`config.mk`:
```
export PLATFORM = sky130hd
export DESIGN_NAME = arp_cache_with_expiry_top
export DESIGN_NICKNAME = d
export VERILOG_FILES = /design/src/hdl/aca_pkg.sv /design/src/hdl/aca_match.sv /design/src/hdl/arp_cache_with_expiry_top.sv
export SDC_FILE = /design/constraint.sdc
export NUM_CORES = 2
export LEC_CHECK = 0
export BUFFER_PORTS_ARGS = -buffer_cell sky130_fd_sc_hd__clkbuf_2
export CAP_MARGIN = 25
export CORE_UTILIZATION = 35
export DETAILED_ROUTE_END_ITERATION = 6
export PLACE_DENSITY = 0.49
export SYNTH_ARGS = -nofsm -noshare
export SYNTH_HDL_FRONTEND = slang
export SYNTH_HIERARCHICAL = 1
export SYNTH_SLANG_ARGS = --single-unit
```
`constraint.sdc`:
```
create_clock -name i_clk -period 36.6 [get_ports i_clk]
set_clock_uncertainty 0.1 [all_clocks]
set_input_delay 1.83 -clock i_clk [delete_from_list [all_inputs] [get_ports i_clk]]
set_output_delay 1.83 -clock i_clk [all_outputs]
set_load 0.005 [all_outputs]
```
`src/hdl/aca_pkg.sv`:
```
// ----------------------------------------------------------------------------
// aca_pkg
// Shared widths, reset values, operation codes and types of the ARP cache.
// ----------------------------------------------------------------------------
package aca_pkg;

    localparam int ENTRIES_DEF = 16;
    localparam int LIFETIME_W  = 24;
    localparam int IP_W        = 32;
    localparam int MAC_W       = 48;
    localparam int TIME_W      = 48;

    localparam logic [LIFETIME_W-1:0] LIFETIME_RESET = 24'd120000;

    typedef enum logic {
        FUNC_INSERT = 1'b0,
        FUNC_LOOKUP = 1'b1
    } t_func;

    typedef struct packed {
        logic any_match;
        logic any_free;
    } t_match;

endpackage

```
`src/hdl/aca_match.sv`:
```
// ----------------------------------------------------------------------------
// aca_match
// Parallel address compare over all entries; picks the lowest valid match and
// the lowest free entry, both as one-hot vectors.
// ----------------------------------------------------------------------------
module aca_match
    import aca_pkg::*;
#(
    parameter int ENTRIES = ENTRIES_DEF
) (
    input  logic [ENTRIES-1:0] i_valid,
    input  logic [IP_W-1:0]    i_entry_ip [ENTRIES],
    input  logic [IP_W-1:0]    i_ip,
    output logic [ENTRIES-1:0] o_match_oh,
    output logic [ENTRIES-1:0] o_free_oh,
    output t_match             o_flags
);

    localparam logic [ENTRIES-1:0] ONE = {{(ENTRIES-1){1'b0}}, 1'b1};

    logic [ENTRIES-1:0] w_match;
    logic [ENTRIES-1:0] w_free;

    always_comb begin
        for (int i = 0; i < ENTRIES; i++) begin
            w_match[i] = i_valid[i] && (i_entry_ip[i] == i_ip);
        end
    end

    assign w_free = ~i_valid;

    // isolate lowest set bit
    assign o_match_oh = w_match & (~w_match + ONE);
    assign o_free_oh  = w_free & (~w_free + ONE);

    assign o_flags.any_match = |w_match;
    assign o_flags.any_free  = |w_free;

endmodule

```
`src/hdl/arp_cache_with_expiry_top.sv`:
```
// ----------------------------------------------------------------------------
// arp_cache_with_expiry_top
// Fully associative IPv4-to-MAC cache with per-entry expiry time.
// ----------------------------------------------------------------------------
// busy stays low: a command is taken in every cycle that start is high. Each
// command is registered, then gives one result word, shown on the result ports
// for exactly one cycle with o_done high. The receiver cannot stall, so it must
// take every word as it appears. The rate of one command per cycle is set by
// the single pass that compares all entries, updates the store and loads the
// result register; the expiry sum is formed as the command is registered.
// Valid marks are cleared by reset at once, so no clearing pass is needed. The
// user must write the lifetime register only while idle; the block does not enforce it.
module arp_cache_with_expiry_top
    import aca_pkg::*;
#(
    parameter int ENTRIES = ENTRIES_DEF
) (
    input  logic                  i_clk,
    input  logic                  i_rst_n,
    input  logic                  start,
    output logic                  busy,
    input  logic                  i_func,
    input  logic [IP_W-1:0]       i_ip_address,
    input  logic [MAC_W-1:0]      i_mac_in,
    input  logic [TIME_W-1:0]     i_now_ms,
    input  logic                  i_cfg_wr_en,
    input  logic [LIFETIME_W-1:0] i_cfg_wr_data,
    output logic                  o_done,
    output logic                  o_hit,
    output logic [MAC_W-1:0]      o_mac_out,
    output logic                  o_expired_dropped
);

    localparam logic [ENTRIES-1:0] ONE = {{(ENTRIES-1){1'b0}}, 1'b1};

    logic [LIFETIME_W-1:0] r_lifetime;

    logic                  r_go;
    t_func                 r_func;
    logic [IP_W-1:0]       r_ip;
    logic [MAC_W-1:0]      r_mac;
    logic [TIME_W-1:0]     r_now;
    logic [TIME_W-1:0]     r_exp;

    logic [ENTRIES-1:0]    r_valid;
    logic [ENTRIES-1:0]    n_valid;
    logic [IP_W-1:0]       r_entry_ip  [ENTRIES];
    logic [MAC_W-1:0]      r_entry_mac [ENTRIES];
    logic [TIME_W-1:0]     r_entry_exp [ENTRIES];

    logic                  r_done;
    logic                  r_hit;
    logic [MAC_W-1:0]      r_mac_out;
    logic                  r_dropped;
    logic                  n_hit;
    logic [MAC_W-1:0]      n_mac_out;
    logic                  n_dropped;

    logic [TIME_W:0]       w_sum;
    logic [TIME_W-1:0]     w_exp;
    logic [ENTRIES-1:0]    w_match_oh;
    logic [ENTRIES-1:0]    w_free_oh;
    t_match                w_flags;
    logic [ENTRIES-1:0]    w_wr_oh;
    logic [MAC_W-1:0]      w_sel_mac;
    logic [TIME_W-1:0]     w_sel_exp;
    logic                  w_insert;

    assign busy = 1'b0;

    // saturating expiry
    assign w_sum = {1'b0, i_now_ms} + {{(TIME_W+1-LIFETIME_W){1'b0}}, r_lifetime};
    assign w_exp = w_sum[TIME_W] ? {TIME_W{1'b1}} : w_sum[TIME_W-1:0];

    aca_match #(
        .ENTRIES (ENTRIES)
    ) u_match (
        .i_valid    (r_valid),
        .i_entry_ip (r_entry_ip),
        .i_ip       (r_ip),
        .o_match_oh (w_match_oh),
        .o_free_oh  (w_free_oh),
        .o_flags    (w_flags)
    );

    assign w_insert = r_go && (r_func == FUNC_INSERT);

    always_comb begin
        priority if (w_flags.any_match) begin
            w_wr_oh = w_match_oh;
        end else if (w_flags.any_free) begin
            w_wr_oh = w_free_oh;
        end else begin
            w_wr_oh = ONE;
        end
    end

    always_comb begin
        w_sel_mac = '0;
        w_sel_exp = '0;
        for (int i = 0; i < ENTRIES; i++) begin
            w_sel_mac = w_sel_mac | ({MAC_W{w_match_oh[i]}} & r_entry_mac[i]);
            w_sel_exp = w_sel_exp | ({TIME_W{w_match_oh[i]}} & r_entry_exp[i]);
        end
    end

    always_comb begin
        n_valid   = r_valid;
        n_hit     = 1'b0;
        n_mac_out = '0;
        n_dropped = 1'b0;
        if (r_go) begin
            unique case (r_func)
                FUNC_INSERT: begin
                    n_valid = r_valid | w_wr_oh;
                end
                FUNC_LOOKUP: begin
                    if (w_flags.any_match) begin
                        if (r_now > w_sel_exp) begin
                            n_valid   = r_valid & ~w_match_oh;
                            n_dropped = 1'b1;
                        end else begin
                            n_hit     = 1'b1;
                            n_mac_out = w_sel_mac;
                        end
                    end
                end
                default: begin
                    n_valid = r_valid;
                end
            endcase
        end
    end

    always_ff @(posedge i_clk) begin
        if (!i_rst_n) begin
            r_lifetime <= LIFETIME_RESET;
            r_go       <= 1'b0;
            r_valid    <= '0;
            r_done     <= 1'b0;
        end else begin
            if (i_cfg_wr_en) begin
                r_lifetime <= i_cfg_wr_data;
            end
            r_go    <= start && !busy;
            r_valid <= n_valid;
            r_done  <= r_go;
        end
    end

    always_ff @(posedge i_clk) begin
        if (start && !busy) begin
            r_func <= t_func'(i_func);
            r_ip   <= i_ip_address;
            r_mac  <= i_mac_in;
            r_now  <= i_now_ms;
            r_exp  <= w_exp;
        end
        r_hit     <= n_hit;
        r_mac_out <= n_mac_out;
        r_dropped <= n_dropped;
        for (int i = 0; i < ENTRIES; i++) begin
            if (w_insert && w_wr_oh[i]) begin
                r_entry_ip[i]  <= r_ip;
                r_entry_mac[i] <= r_mac;
                r_entry_exp[i] <= r_exp;
            end
        end
    end

    assign o_done            = r_done;
    assign o_hit             = r_hit;
    assign o_mac_out         = r_mac_out;
    assign o_expired_dropped = r_dropped;

    a_match_onehot: assert property (@(posedge i_clk) disable iff (!i_rst_n)
        $onehot0(w_match_oh))
        else $error("more than one entry selected as match");

    a_hit_excl: assert property (@(posedge i_clk) disable iff (!i_rst_n)
        o_done |-> !(o_hit && o_expired_dropped))
        else $error("hit and drop on the same word");

    a_miss_zero: assert property (@(posedge i_clk) disable iff (!i_rst_n)
        (o_done && !o_hit) |-> (o_mac_out == '0))
        else $error("mac_out not zero on miss");

    a_drop_clears: assert property (@(posedge i_clk) disable iff (!i_rst_n)
        (o_done && o_expired_dropped) |->
            ($countones(r_valid) < $countones($past(r_valid))))
        else $error("drop did not clear a valid mark");

    a_insert_valid: assert property (@(posedge i_clk) disable iff (!i_rst_n)
        w_insert |=> (r_valid != '0) && ((r_valid & $past(r_valid)) == $past(r_valid)))
        else $error("insert lost a valid mark");

endmodule

```
==> impl_results.md <==
- Setup repair after global routing missed its margin: no
- Share of flip-flops with an asynchronous set or reset after synthesis: 0
- Maximum root-to-sink buffer count: 3
- Global placer's final weighted congestion: around 0.8
- Warnings, synthesis: 6
- Instance area after placement: slightly above 90000 sq um
- TritonCTS clock tree: yes
- Number of antenna violations at the first check in global routing: 10
- Max Freq: about 0.12 GHz
- Finished Core Util: 0.4043
- Count of pins on the block boundary: 209
- Ratio of final minimum period to clock period: 0.2235
- Synth area leader: edfxtp_1
- Number of hold-repair buffers added at the cts stage: 0
- Post-layout instance count excluding filler cells: 8774
- Hold Fails Final Rpt: 0
- Number of endpoints failing setup at the final stage: 0
- Total Negative Setup Slacks: 0 ns
- Total non-filler cell area in the finished layout: between 100000 and 150000 sq um
- Max-slew violation count: 0
- Synthesized net count: ~5000
- Gate count of the mapped netlist: 4914
- Layout fillers: between 20000 and 25000
- Placeable core region: approximately 250000 sq um
- Maximum ir drop on the vdd rail: between 0.04 and 0.05 mV
- Max-capacitance violation count: 0
- Initial Util: 0.3521
- Total length of routed wires: between 200000 and 300000 um
- Growth of design area from synthesis to finish: 14.82%
- Per-cell via count in the routed design: about 5.5
- Post-CTS resize count: 0
- Status: complete, no violations
- Switching power of the nets: 1.206 mW
- Global-route wire length before repair: roughly 370000 um
- WP buf/inv: 4
- Count of H-tree levels built during CTS: 4
- Pin count of the biggest net entering global routing: ~110
- Cells after DPL: 8323
- Clk sinks: about 2300
- Mean routed wirelength per cell: roughly 30 um
- Pre-CTS setup slack: between 20 and 30 ns
- Post CTS Setup Buffer Count: 0
- Flop and latch count out of synthesis: 2317
- Die Height: roughly 500 um
- Vias in the first global route: 47590
- Cell with the most instances after synthesis: edfxtp_1
- Setup crit end kind: flop
- Largest stage delay on the critical path: between 0.8 and 0.9 ns
- EDFF count, synth: about 2200
- Worst-Margin Slew: about 1.1 ns
- Detailed placement HPWL: 135100 um
- Final worst slack: approximately 28 ns
- Cell area after synthesis: ~90000 sq um
- Leading post-synthesis cells by instance count: 2225 x edfxtp_1, 412 x xor2_1, 367 x a22oi_1, 209 x a221oi_1, 208 x a22o_1
- Die Wd: between 500 and 600 um
- Post-Synthesis Mean Instance Area: 17.80 sq um
- Portion of synthesized cell area occupied by the leading cell type: 0.7639
- CTS root buffer: clkbuf_16
- Switching share of total power: 0.2168
- Port-buffer cells: 207
- Total Routing Usage GR: 0.2053
- Total gr overflow: 0
- Ys flop type: edfxtp_1
- Slew margin rel.: 0.2430
- Sequential element share of the synthesized area: 0.7849
- Leakage component of the power: ~32 nW
- Power Density: 55.40 nW/um^2
- Fraction of layout cells with a size suffix above 1: 0.1375
- Initial drt markers: about 4800
- Data arrival time at the worst-slack endpoint: 8.90 ns
- Count of antenna-violating nets left after detailed routing: 0
- Worst setup SP type: flop
- Post-synth cell types: between 70 and 80
- Length of the first detailed-routing pass in iterations: 5
- Most numerous cell on the critical path: buf_4
- Vias post-DR: between 40000 and 50000
- Combinational power share: 0.030
- Internal Pwr Total: roughly 4.4 mW
- Inserted Clock Buffers: approximately 240
- Crit path time final: a little over 8 ns
- Clk slew on worst S/H paths: 0.06 ns
- Worst EP required: 37.32 ns
- Crit Path Class: reg -> reg
- Cell with the largest stage delay on the worst path: nor4_1
- Die Footprint: 251900 sq um
- Clock Latency Late Sink: ~0.9 ns
- Total Nets Final: roughly 5500
- Synth top area cells: edfxtp_1 76%, xor2_1 4.1%, a22oi_1 3.1%, dfxtp_1 2.1%, a221oi_1 2.1%
- Gate family responsible for the most delay along the worst path: simple AND/OR/NAND/NOR gates
- Flop pwr share: 0.541
- Kind of path behind the tightest hold check: reg -> reg
- Critical-path maximum fanout: 43
- Critical path cell sequence: buf_4, xor2_1, nor4_1, nand3_1, nor4_1, nand2_1, nor4_2, buf_4, buf_4, a22oi_1, nand4_1, nor2_1, ha_1, a21oi_1, o21ai_0, a2111oi_0, a21oi_1, o31a_1, o22ai_2, nand2b_4, buf_12, a31oi_1
- Standard-cell rows: approximately 180
- Clock network fraction of total power: 0.429
- Number of remaining DRC errors: 0
routing by layer:
metal | track usage | wire, um | up-vias
met4 | 0.04612 | 4633 | 0
met3 | 0.02916 | 15520 | 258
met1 | 0.2951 | 119200 | 25450
li1 | - | - | 20520
met2 | 0.3283 | 122600 | 1611
met5 | 0 | 0 | -
worst register-to-register path, delay by kind of cell, from the launching register on:
family	cells	cell delay [ns]
AND/OR/NAND/NOR	8	3.06
adder cells (fa/ha/maj)	1	0.29
AO/OA/AOI/OAI	8	2.09
flip-flops	1	0.34
XOR/XNOR	1	0.16
buffers and inverters	4	2.09
registers in the layout, indices dropped and copies added, names as in the netlist:
signal,flops
r_lifetime,24
r_ip,32
r_mac,48
r_now,48
r_entry_mac,768
o_done,1
o_hit,1
o_expired_dropped,1
r_go,1
r_entry_ip,512
o_mac_out,48
r_exp,48
r_func,1
r_entry_exp,768
r_valid,16
layout make-up:
class                           count  area [sq um]  area share
Antenna cell                        3         7.507  0.00007475
Clock buffer                      314          6351     0.06324
Clock inverter                    133          1325     0.01319
Inverter                           19         76.32   0.0007600
Multi-Input combinational cell   2306         17510      0.1743
Sequential cell                  2317         68660      0.6836
Tap cell                         3330          4167     0.04149
Timing Repair Buffer              352          2340     0.02330
path summary, 6_finish.rpt:
kind,cells past startpoint,slack (ns),start,to
setup / recovery,22,28.42,r_ip[11]$_DFFE_PP_,o_mac_out[6]$_SDFF_PP0_
hold / removal,2,0.39,r_lifetime[10]$_SDFFE_PN1P_,r_lifetime[10]$_SDFFE_PN1P_
setup reg to reg,22,28.42,r_ip[11]$_DFFE_PP_,o_mac_out[6]$_SDFF_PP0_
hold reg to reg,2,0.39,r_lifetime[10]$_SDFFE_PN1P_,r_lifetime[10]$_SDFFE_PN1P_
cell families (layout without fill, tap and decap cells):
family,count (synthesis),count (layout),share of synthesized area
multiplexers,26,26,0.003033
AND/OR/NAND/NOR,667,667,0.04150
XOR/XNOR,536,536,0.05367
flip-flops,2317,2317,0.7849
adder cells (fa/ha/maj),73,73,0.01053
AO/OA/AOI/OAI,1003,1003,0.08873
other,1,4,0.00004287
buffers and inverters,291,818,0.01755
layout by cell type, fill, tap and decap left out, types with 12 or more instances in the layout:
cell type	instances
a21o_1	12
a21oi_1	63
a221oi_1	208
a22o_1	208
a22oi_1	367
a31oi_1	60
and3_1	60
buf_12	12
buf_4	128
bufinv_16	17
clkbuf_1	65
clkbuf_16	238
clkbuf_2	206
clkinv_1	45
clkinv_2	43
dfxtp_1	92
edfxtp_1	2225
ha_1	72
inv_1	18
mux2i_1	25
nand2_1	86
nand3_1	112
nand4_1	87
nor2_1	86
nor2_4	18
nor2b_1	23
nor3_1	30
nor4_1	95
o21ai_0	46
xnor2_1	124
xor2_1	412
stage by stage:
step,power (mW),hold WS [ns]
6_report,5.564,0.3941
5_1_grt,5.728,0.4274
4_1_cts,5.612,0.3997
3_5_place_dp,3.234,0.3798
3_3_place_gp,3.230,0.3709
2_1_floorplan,3.147,0.3460
power groups by stage:
stage	clock network (mW)	logic, mW	registers, mW
2_1_floorplan	0	0.0965	3.05
3_5_place_dp	0	0.169	3.07
6_report	2.39	0.167	3.01
4_1_cts	2.43	0.170	3.01
3_3_place_gp	0	0.168	3.06
5_1_grt	2.53	0.182	3.01
Note: power is estimated with default switching activity, not from simulation.
